[config.mk]
export PLATFORM = sky130hd
export DESIGN_NAME = life_rle_run_decoder
export DESIGN_NICKNAME = d
export VERILOG_FILES = /design/src/sv/lrd_pkg.sv /design/src/sv/lrd_step.sv /design/src/sv/life_rle_run_decoder.sv
export SDC_FILE = /design/constraint.sdc
export NUM_CORES = 1
export LEC_CHECK = 0
export ABC_AREA = 1
export BUFFER_PORTS_ARGS = -buffer_cell sky130_fd_sc_hd__buf_2
export CAP_MARGIN = 40
export CORE_MARGIN = 2
export CORE_UTILIZATION = 67
export CTS_BUF_LIST = sky130_fd_sc_hd__clkbuf_8
export DETAILED_ROUTE_END_ITERATION = 10
export PLACE_DENSITY = 0.85
export SYNTH_ARGS = -nofsm -noshare
export SYNTH_HDL_FRONTEND = slang
export SYNTH_HIERARCHICAL = 1
export SYNTH_SLANG_ARGS = --single-unit
[constraint.sdc]
create_clock -name clk -period 11.95 [get_ports clk]
set_input_delay 1.7925 -clock clk [delete_from_list [all_inputs] [get_ports clk]]
set_output_delay 1.7925 -clock clk [all_outputs]
set_load 0.05 [all_outputs]
[src/sv/lrd_pkg.sv]
// Shared types and constants for the run-length pattern decoder.
// No dependencies; used by lrd_step and life_rle_run_decoder.
package lrd_pkg;

  // Fixed field widths
  localparam int CHAR_W    = 8;
  localparam int CFG_W     = 13;
  localparam int CFG_IDX_W = 1;
  localparam int START_W   = 24;
  localparam int LEN_W     = 16;

  // Limits that follow from the field widths
  localparam int CFG_LIMIT = 2**CFG_W - 1;
  localparam int LEN_LIMIT = 2**LEN_W - 1;

  // Defaults for top-level parameters and register reset
  localparam int MAX_SIDE_DEF = 4096;
  localparam int RUN_MAX_DEF  = 65535;
  localparam int SIDE_RESET   = 64;

  // Characters of the data section
  localparam logic [CHAR_W-1:0] CH_DEAD = 8'h62;
  localparam logic [CHAR_W-1:0] CH_LIVE = 8'h6F;
  localparam logic [CHAR_W-1:0] CH_ROW  = 8'h24;
  localparam logic [CHAR_W-1:0] CH_END  = 8'h21;
  localparam logic [CHAR_W-1:0] CH_ZERO = 8'h30;
  localparam logic [CHAR_W-1:0] CH_NINE = 8'h39;

  typedef enum logic [CFG_IDX_W-1:0] {
    CFG_COLS = 1'b0,
    CFG_ROWS = 1'b1
  } cfg_reg_t;

  typedef enum logic [2:0] {
    OP_NONE,
    OP_DIGIT,
    OP_RUN,
    OP_ROW,
    OP_END
  } op_t;

  // One decoded result, plus whether the item produces one at all
  typedef struct packed {
    logic               emit;
    logic [START_W-1:0] start_index;
    logic [LEN_W-1:0]   run_length;
    logic               cell_alive;
    logic               clipped;
    logic               pattern_end;
  } result_t;

endpackage

[src/sv/lrd_step.sv]
// Decode state and update for one character of run-length data.
// Depends on lrd_pkg; instantiated by life_rle_run_decoder.
module lrd_step #(
  parameter int SIDE_MAX  = lrd_pkg::MAX_SIDE_DEF,
  parameter int COUNT_CAP = lrd_pkg::RUN_MAX_DEF,
  localparam int SIDE_W   = $clog2(SIDE_MAX + 1)
) (
  input  logic                       clk,
  input  logic                       rst,
  input  logic                       go,
  input  logic [lrd_pkg::CHAR_W-1:0] ch,
  input  logic [SIDE_W-1:0]          cols,
  input  logic [SIDE_W-1:0]          rows,
  output lrd_pkg::result_t           res
);

  localparam int LEN_W   = lrd_pkg::LEN_W;
  localparam int START_W = lrd_pkg::START_W;
  localparam int CELL_W  = 2 * SIDE_W;
  localparam int PROD_W  = LEN_W + SIDE_W;
  localparam int SUM_W   = ((CELL_W > PROD_W) ? CELL_W : PROD_W) + 1;
  localparam int CMP_W   = (CELL_W > LEN_W) ? CELL_W : LEN_W;
  localparam int EXT_W   = (CELL_W > START_W) ? CELL_W : START_W;
  localparam int DIG_W   = LEN_W + 4;

  // Decode state
  logic [LEN_W-1:0]  run_count, run_count_next;
  logic              count_seen, count_seen_next;
  logic [CELL_W-1:0] row_base, row_base_next;
  logic [CELL_W-1:0] cursor, cursor_next;
  logic              finished, finished_next;

  lrd_pkg::op_t      op;
  logic [CELL_W-1:0] cells;
  logic [LEN_W-1:0]  want;
  logic [CELL_W-1:0] left;
  logic [CMP_W-1:0]  left_x;
  logic              short_run;
  logic [LEN_W-1:0]  len;
  logic [CMP_W-1:0]  cursor_sum;
  logic [PROD_W-1:0] row_step;
  logic [SUM_W-1:0]  row_sum;
  logic [CELL_W-1:0] row_new;
  logic [DIG_W-1:0]  dig_sum;
  logic [LEN_W-1:0]  count_dig;
  logic [EXT_W-1:0]  cursor_ext;

  // Classify the character; nothing counts once the end is seen
  always_comb begin
    op = lrd_pkg::OP_NONE;
    if (!finished) begin
      unique case (ch) inside
        [lrd_pkg::CH_ZERO:lrd_pkg::CH_NINE]: op = lrd_pkg::OP_DIGIT;
        lrd_pkg::CH_DEAD, lrd_pkg::CH_LIVE:  op = lrd_pkg::OP_RUN;
        lrd_pkg::CH_ROW:                     op = lrd_pkg::OP_ROW;
        lrd_pkg::CH_END:                     op = lrd_pkg::OP_END;
        default:                             op = lrd_pkg::OP_NONE;
      endcase
    end
  end

  // Grid size and the pending count (one when no digit came)
  assign cells = CELL_W'(cols) * CELL_W'(rows);
  assign want  = count_seen ? run_count : LEN_W'(1);

  // Clip the run at the grid end
  assign left       = (cursor < cells) ? (cells - cursor) : '0;
  assign left_x     = CMP_W'(left);
  assign short_run  = left_x < CMP_W'(want);
  assign len        = short_run ? left_x[LEN_W-1:0] : want;
  assign cursor_sum = CMP_W'(cursor) + CMP_W'(len);

  // Advance the row base by count rows, saturating at the cell count
  assign row_step = PROD_W'(want) * PROD_W'(cols);
  assign row_sum  = SUM_W'(row_base) + SUM_W'(row_step);
  assign row_new  = (row_sum > SUM_W'(cells)) ? cells : row_sum[CELL_W-1:0];

  // Accumulate a decimal digit, saturating at the cap
  assign dig_sum   = DIG_W'({run_count, 3'b000}) + DIG_W'({run_count, 1'b0})
                   + DIG_W'(ch - lrd_pkg::CH_ZERO);
  assign count_dig = (dig_sum > DIG_W'(COUNT_CAP)) ? LEN_W'(COUNT_CAP)
                                                   : dig_sum[LEN_W-1:0];

  assign cursor_ext = EXT_W'(cursor);

  // Next state and result
  always_comb begin
    run_count_next  = run_count;
    count_seen_next = count_seen;
    row_base_next   = row_base;
    cursor_next     = cursor;
    finished_next   = finished;
    res.emit        = 1'b0;
    res.start_index = cursor_ext[START_W-1:0];
    res.run_length  = '0;
    res.cell_alive  = 1'b0;
    res.clipped     = 1'b0;
    res.pattern_end = 1'b0;
    unique case (op)
      lrd_pkg::OP_DIGIT: begin
        run_count_next  = count_dig;
        count_seen_next = 1'b1;
      end
      lrd_pkg::OP_RUN: begin
        run_count_next  = '0;
        count_seen_next = 1'b0;
        cursor_next     = cursor_sum[CELL_W-1:0];
        res.emit        = 1'b1;
        res.run_length  = len;
        res.cell_alive  = (ch == lrd_pkg::CH_LIVE);
        res.clipped     = short_run;
      end
      lrd_pkg::OP_ROW: begin
        run_count_next  = '0;
        count_seen_next = 1'b0;
        row_base_next   = row_new;
        cursor_next     = row_new;
      end
      lrd_pkg::OP_END: begin
        run_count_next  = '0;
        count_seen_next = 1'b0;
        finished_next   = 1'b1;
        res.emit        = 1'b1;
        res.pattern_end = 1'b1;
      end
      default: begin
      end
    endcase
  end

  // Commit the update when the item leaves the input register
  always_ff @(posedge clk) begin
    if (rst) begin
      run_count  <= '0;
      count_seen <= 1'b0;
      row_base   <= '0;
      cursor     <= '0;
      finished   <= 1'b0;
    end else if (go) begin
      run_count  <= run_count_next;
      count_seen <= count_seen_next;
      row_base   <= row_base_next;
      cursor     <= cursor_next;
      finished   <= finished_next;
    end
  end

endmodule

[src/sv/life_rle_run_decoder.sv]
// Run decoder for the data section of a run-length encoded cellular pattern.
// It takes one character per cycle, back to back, while in_stall is low, and
// presents one result for each 'b', 'o' or '!' character up to the end marker,
// through the input register and then the output register: a row-major start
// index, a clipped run length, the cell value and flags.
// The rate is one item per cycle when nothing stalls, set by the decode state
// (count, cursor, row base) that each character updates. A held result
// in the output register does not block input until the input register
// also holds an item that produces a result. Grid size is written through
// the configuration port; out-of-range sides are clamped to 1..MAX_SIDE.
// Depends on lrd_pkg and lrd_step.
module life_rle_run_decoder #(
  parameter int MAX_SIDE = lrd_pkg::MAX_SIDE_DEF,
  parameter int RUN_MAX  = lrd_pkg::RUN_MAX_DEF
) (
  input  logic                          clk,
  input  logic                          rst,
  // input characters
  input  logic                          in_valid,
  output logic                          in_stall,
  input  logic [lrd_pkg::CHAR_W-1:0]    char_in,
  // decoded runs
  output logic                          out_valid,
  input  logic                          out_stall,
  output logic [lrd_pkg::START_W-1:0]   start_index,
  output logic [lrd_pkg::LEN_W-1:0]     run_length,
  output logic                          cell_alive,
  output logic                          clipped,
  output logic                          pattern_end,
  // configuration writes
  input  logic                          cfg_valid,
  output logic                          cfg_ready,
  input  logic [lrd_pkg::CFG_IDX_W-1:0] cfg_index,
  input  logic [lrd_pkg::CFG_W-1:0]     cfg_data
);

  localparam int SIDE_MAX  = (MAX_SIDE < lrd_pkg::CFG_LIMIT) ? MAX_SIDE
                                                             : lrd_pkg::CFG_LIMIT;
  localparam int COUNT_CAP = (RUN_MAX < lrd_pkg::LEN_LIMIT) ? RUN_MAX
                                                            : lrd_pkg::LEN_LIMIT;
  localparam int SIDE_W    = $clog2(SIDE_MAX + 1);
  localparam int SIDE_RST  = (lrd_pkg::SIDE_RESET > SIDE_MAX) ? SIDE_MAX
                                                              : lrd_pkg::SIDE_RESET;

  logic [SIDE_W-1:0]          cols, rows;
  logic [SIDE_W-1:0]          side_wr;
  logic                       s1_valid;
  logic [lrd_pkg::CHAR_W-1:0] s1_char;
  logic                       s1_go;
  logic                       out_free;
  lrd_pkg::result_t           res;

  // Clamp the written side to 1..SIDE_MAX
  always_comb begin
    if (cfg_data == '0) begin
      side_wr = SIDE_W'(1);
    end else if (cfg_data > lrd_pkg::CFG_W'(SIDE_MAX)) begin
      side_wr = SIDE_W'(SIDE_MAX);
    end else begin
      side_wr = SIDE_W'(cfg_data);
    end
  end

  assign cfg_ready = 1'b1;

  // Grid size registers
  always_ff @(posedge clk) begin
    if (rst) begin
      cols <= SIDE_W'(SIDE_RST);
      rows <= SIDE_W'(SIDE_RST);
    end else if (cfg_valid && cfg_ready) begin
      unique case (lrd_pkg::cfg_reg_t'(cfg_index))
        lrd_pkg::CFG_COLS: cols <= side_wr;
        lrd_pkg::CFG_ROWS: rows <= side_wr;
        default: begin
        end
      endcase
    end
  end

  // Input register advances unless its result has nowhere to go
  assign out_free = !out_valid || !out_stall;
  assign s1_go    = s1_valid && (!res.emit || out_free);
  assign in_stall = s1_valid && !s1_go;

  always_ff @(posedge clk) begin
    if (rst) begin
      s1_valid <= 1'b0;
    end else if (in_valid && !in_stall) begin
      s1_valid <= 1'b1;
    end else if (s1_go) begin
      s1_valid <= 1'b0;
    end
  end

  always_ff @(posedge clk) begin
    if (in_valid && !in_stall) begin
      s1_char <= char_in;
    end
  end

  lrd_step #(
    .SIDE_MAX  (SIDE_MAX),
    .COUNT_CAP (COUNT_CAP)
  ) u_step (
    .clk  (clk),
    .rst  (rst),
    .go   (s1_go),
    .ch   (s1_char),
    .cols (cols),
    .rows (rows),
    .res  (res)
  );

  // Result register: load a new item, drop a delivered one
  always_ff @(posedge clk) begin
    if (rst) begin
      out_valid <= 1'b0;
    end else if (s1_go && res.emit) begin
      out_valid <= 1'b1;
    end else if (out_valid && !out_stall) begin
      out_valid <= 1'b0;
    end
  end

  always_ff @(posedge clk) begin
    if (s1_go && res.emit) begin
      start_index <= res.start_index;
      run_length  <= res.run_length;
      cell_alive  <= res.cell_alive;
      clipped     <= res.clipped;
      pattern_end <= res.pattern_end;
    end
  end

endmodule

==> summary.md <==
| Metric | Value |
|---|---|
| Detail Route Antenna Nets | `0` |
| Sink Count | `149` |
| Clock buffer depth | `2` |
| Reg2reg start | `rows[1]$_SDFFE_PP0P_` |
| Die area | `0.04024 mm2` |
| DR DRC count | `0` |
| Slew Viols, Final | `0` |
| Clk_skew | `0.02206 ns` |
| Synthesized Nets | `4,299` |
| Final setup violation count | `0` |
| Fillcell total | `3,295` |
| DP Wirelength | `61,830 um` |
| Endpoint class of the critical path | `register` |
| Clk slew on worst S/H paths | `0.10 ns` |
| Vias | `23,620` |
| Synth Register Bits | `149` |
| Crit share post-route | `0.9249` |
| Synth top area share | `0.2435` |
| GRT Resource Usage Total | `0.3818` |
| Dominant synthesized flop cell | `dfxtp_1` |
| Crit path max fanout | `17` |
| Reg2reg end | `u_step/cursor[22]$_SDFFE_PP0P_` |
| Drt via density | `5.609` |
| Wire per inst | `18.06 um` |
| Slew @ Worst Pin | `0.9237 ns` |
| DIE WIDTH | `200.6 um` |
| CP required | `12.39 ns` |
| Largest net degree at the start of global routing | `76` |
| CP peak stage delay | `0.53 ns` |
| Reg2reg path depth | `54` |
| Asr flop ratio synth | `0` |
| Max Fclk | `0.09048 GHz` |
| Clock Root Buffer | `clkbuf_8` |
| Area post-placement | `0.02648 mm2` |
| Vias in the first global route | `22,870` |
| Gpl congestion | `1.047` |
| Hold Startpoint | `u_step/cursor[24]$_SDFFE_PP0P_` |
| Core Region | `0.03838 mm2` |
| Post-synthesis sequential area ratio | `0.1349` |
| Mapped Area | `0.02590 mm2` |
| Total CTS buffers | `17` |
| Yosys warnings | `6` |
| Number of synthesized flops with an enable pin | `51` |
| I/O Buffers | `71` |
| Critical path type | `reg -> reg` |
| Most frequent CP cell | `nand2_1` |
| Final instance area | `0.02691 mm2` |
| Detailed-route wire length | `76,030 um` |
| Maximum vdd drop | `0.00009182 V` |
| I/O Pins | `73` |
| Leak Pwr | `0.01500 uW` |
| Cell variety after synth | `47` |
| Fin Hold WS | `0.5065 ns` |
| Die H | `200.6 um` |
| TritonRoute pass-1 iters | `8` |
| Status | `completed` |
| RSZ-0062 raised after global routing | `no` |
| Top cells by area, synth | `fa_1, nand2_1, ha_1` |
| PwrDens | `90.01 mW/mm2` |
| Mapped Cells | `3,691` |
| Overall power | `2422 uW` |
| Initial antenna violation count | `2` |
| Fraction of layout cells with a size suffix above 1 | `0.04579` |
| Hold_buf cts | `0` |
| Synth top cells by count | `nand2_1, inv_1, fa_1, nor2_1, ha_1` |
| Synth area leader | `fa_1` |
| Mapped Avg Cell Area | `7.016 um2` |
| CTS tree | `done` |
| Layout area overhead | `3.918%` |
| CTS H-tree depth | `4` |
| Worst EP arrival | `11.50 ns` |
| Initial Utilization | `0.6748` |
| Final #Nets | `4,286` |
| Worst Hold Depth | `2` |
| Final Core Density | `0.7012` |
| Max Cap Viol | `0` |
| Max_slew headroom | `0.3842` |
| Gr ovfl total | `0` |
| HP Class | `reg -> reg` |
| Row Count | `72` |
| Crit path time final | `11.05 ns` |
| R2R Setup Slk | `0.90 ns` |
| Latest clock arrival within the worst-skew pair | `0.52 ns` |
| Hold Violations, Final | `0` |
| Setup TNS Final | `0 ns` |
| Iter 0 DRT Violations | `2,185` |
| CP Launch Type | `register` |
| CP max-delay cell | `fa_1` |
| Count leader, synth | `nand2_1` |
| Min-Delay Endpoint | `u_step/cursor[24]$_SDFFE_PP0P_` |
| First-pass GRT wire length | `119,400 um` |
## state kept, by name (all words and copies together), names as in the netlist, 8 cells and up
signal / flops
cols: 13
s1_char: 8
start_index: 24
u_step/cursor: 26
run_length: 16
u_step/run_count: 16
rows: 13
u_step/row_base: 26
## repair_timing
item / CTS / global route
endpoints found under the setup margin: 0 / 6
setup buffers: 0 / 4
resized for setup: 0 / 5
hold endpoints to repair: 0 / 0
## cell families (layout without fill, tap and decap cells)
kind of cell,Yosys count,count (layout),synth area share
and+or+nand+nor,1573,1573,0.2498
buffers and inverters,973,973,0.1459
adders and majority gates,581,581,0.3720
AOI/OAI and AO/OA,331,331,0.06914
DFF,149,149,0.1349
xor gates and xnor gates,83,83,0.02807
other,1,2,0.0001448
## area by class of cell
class | instances | area (um2) | area share
inverter | 847 | 3179 | 0.1181
antenna | 1 | 2.502 | 0.00009299
sequential | 149 | 3497 | 0.1300
timing repair buffer | 94 | 555.5 | 0.02064
multi-input combinational | 2569 | 18630 | 0.6924
tap | 518 | 648.1 | 0.02408
clock buffer | 17 | 234.0 | 0.008694
clock inverter | 15 | 161.4 | 0.005998
## cell usage in the layout, fill, tap and decap left out, types with 28 or more instances in the layout
cell	instances
ha_1	266
xor2_1	52
dfxtp_1	95
inv_1	827
xnor2_1	31
nand2_1	1004
a21oi_1	202
fa_1	315
nor3_1	28
edfxtp_1	51
nand4_1	62
o21ai_0	74
nand3_1	157
buf_2	71
nor2_1	272
## routing by layer
metal | wire length, um | global-route usage | vias up
met4 | 3650 | 0.1807 | 2
li1 | - | - | 11150
met2 | 33930 | 0.5921 | 1180
met3 | 7426 | 0.08003 | 196
met5 | 13 | 0 | -
met1 | 31010 | 0.5147 | 11090
## report_power, final
part,switching (uW),internal (uW),leakage [uW]
logic,964,476,0.0135
registers,31.8,531,0.00128
clock network,245,174,0.000208
total,1240,1180,0.0150
## through the flow
step,setup slack [ns],cells
final,0.8976,4210
after global routing,0.1237,4210
after CTS,0.7493,4205
after detailed placement,0.7564,4173
after global placement,0.9332,4170
after floorplan,2.378,3691
## critical path: cells and delay by family (launching register included)
family,cells,cell delay [ns]
adders and majority gates,10,4.16
and+or+nand+nor,20,2.76
AOI/OAI and AO/OA,10,2.21
buffers and inverters,13,0.98
DFF,1,0.49
xor gates and xnor gates,1,0.37
## worst max path at each step
stage / startpoint / to / slack [ns] / depth (start not counted)
finish: rows[1]$_SDFFE_PP0P_ / u_step/cursor[22]$_SDFFE_PP0P_ / 0.90 / 54
global route: rows[1]$_SDFFE_PP0P_ / u_step/cursor[20]$_SDFFE_PP0P_ / 0.12 / 54
CTS: cols[7]$_SDFFE_PP0P_ / u_step/cursor[22]$_SDFFE_PP0P_ / 0.75 / 53
detailed placement: cols[7]$_SDFFE_PP0P_ / u_step/cursor[20]$_SDFFE_PP0P_ / 0.76 / 55
global placement: cols[7]$_SDFFE_PP0P_ / u_step/cursor[20]$_SDFFE_PP0P_ / 0.93 / 54
floorplan: cols[6]$_SDFFE_PP1P_ / u_step/cursor[20]$_SDFFE_PP0P_ / 2.38 / 55
Power figures use the tool's default switching activity.
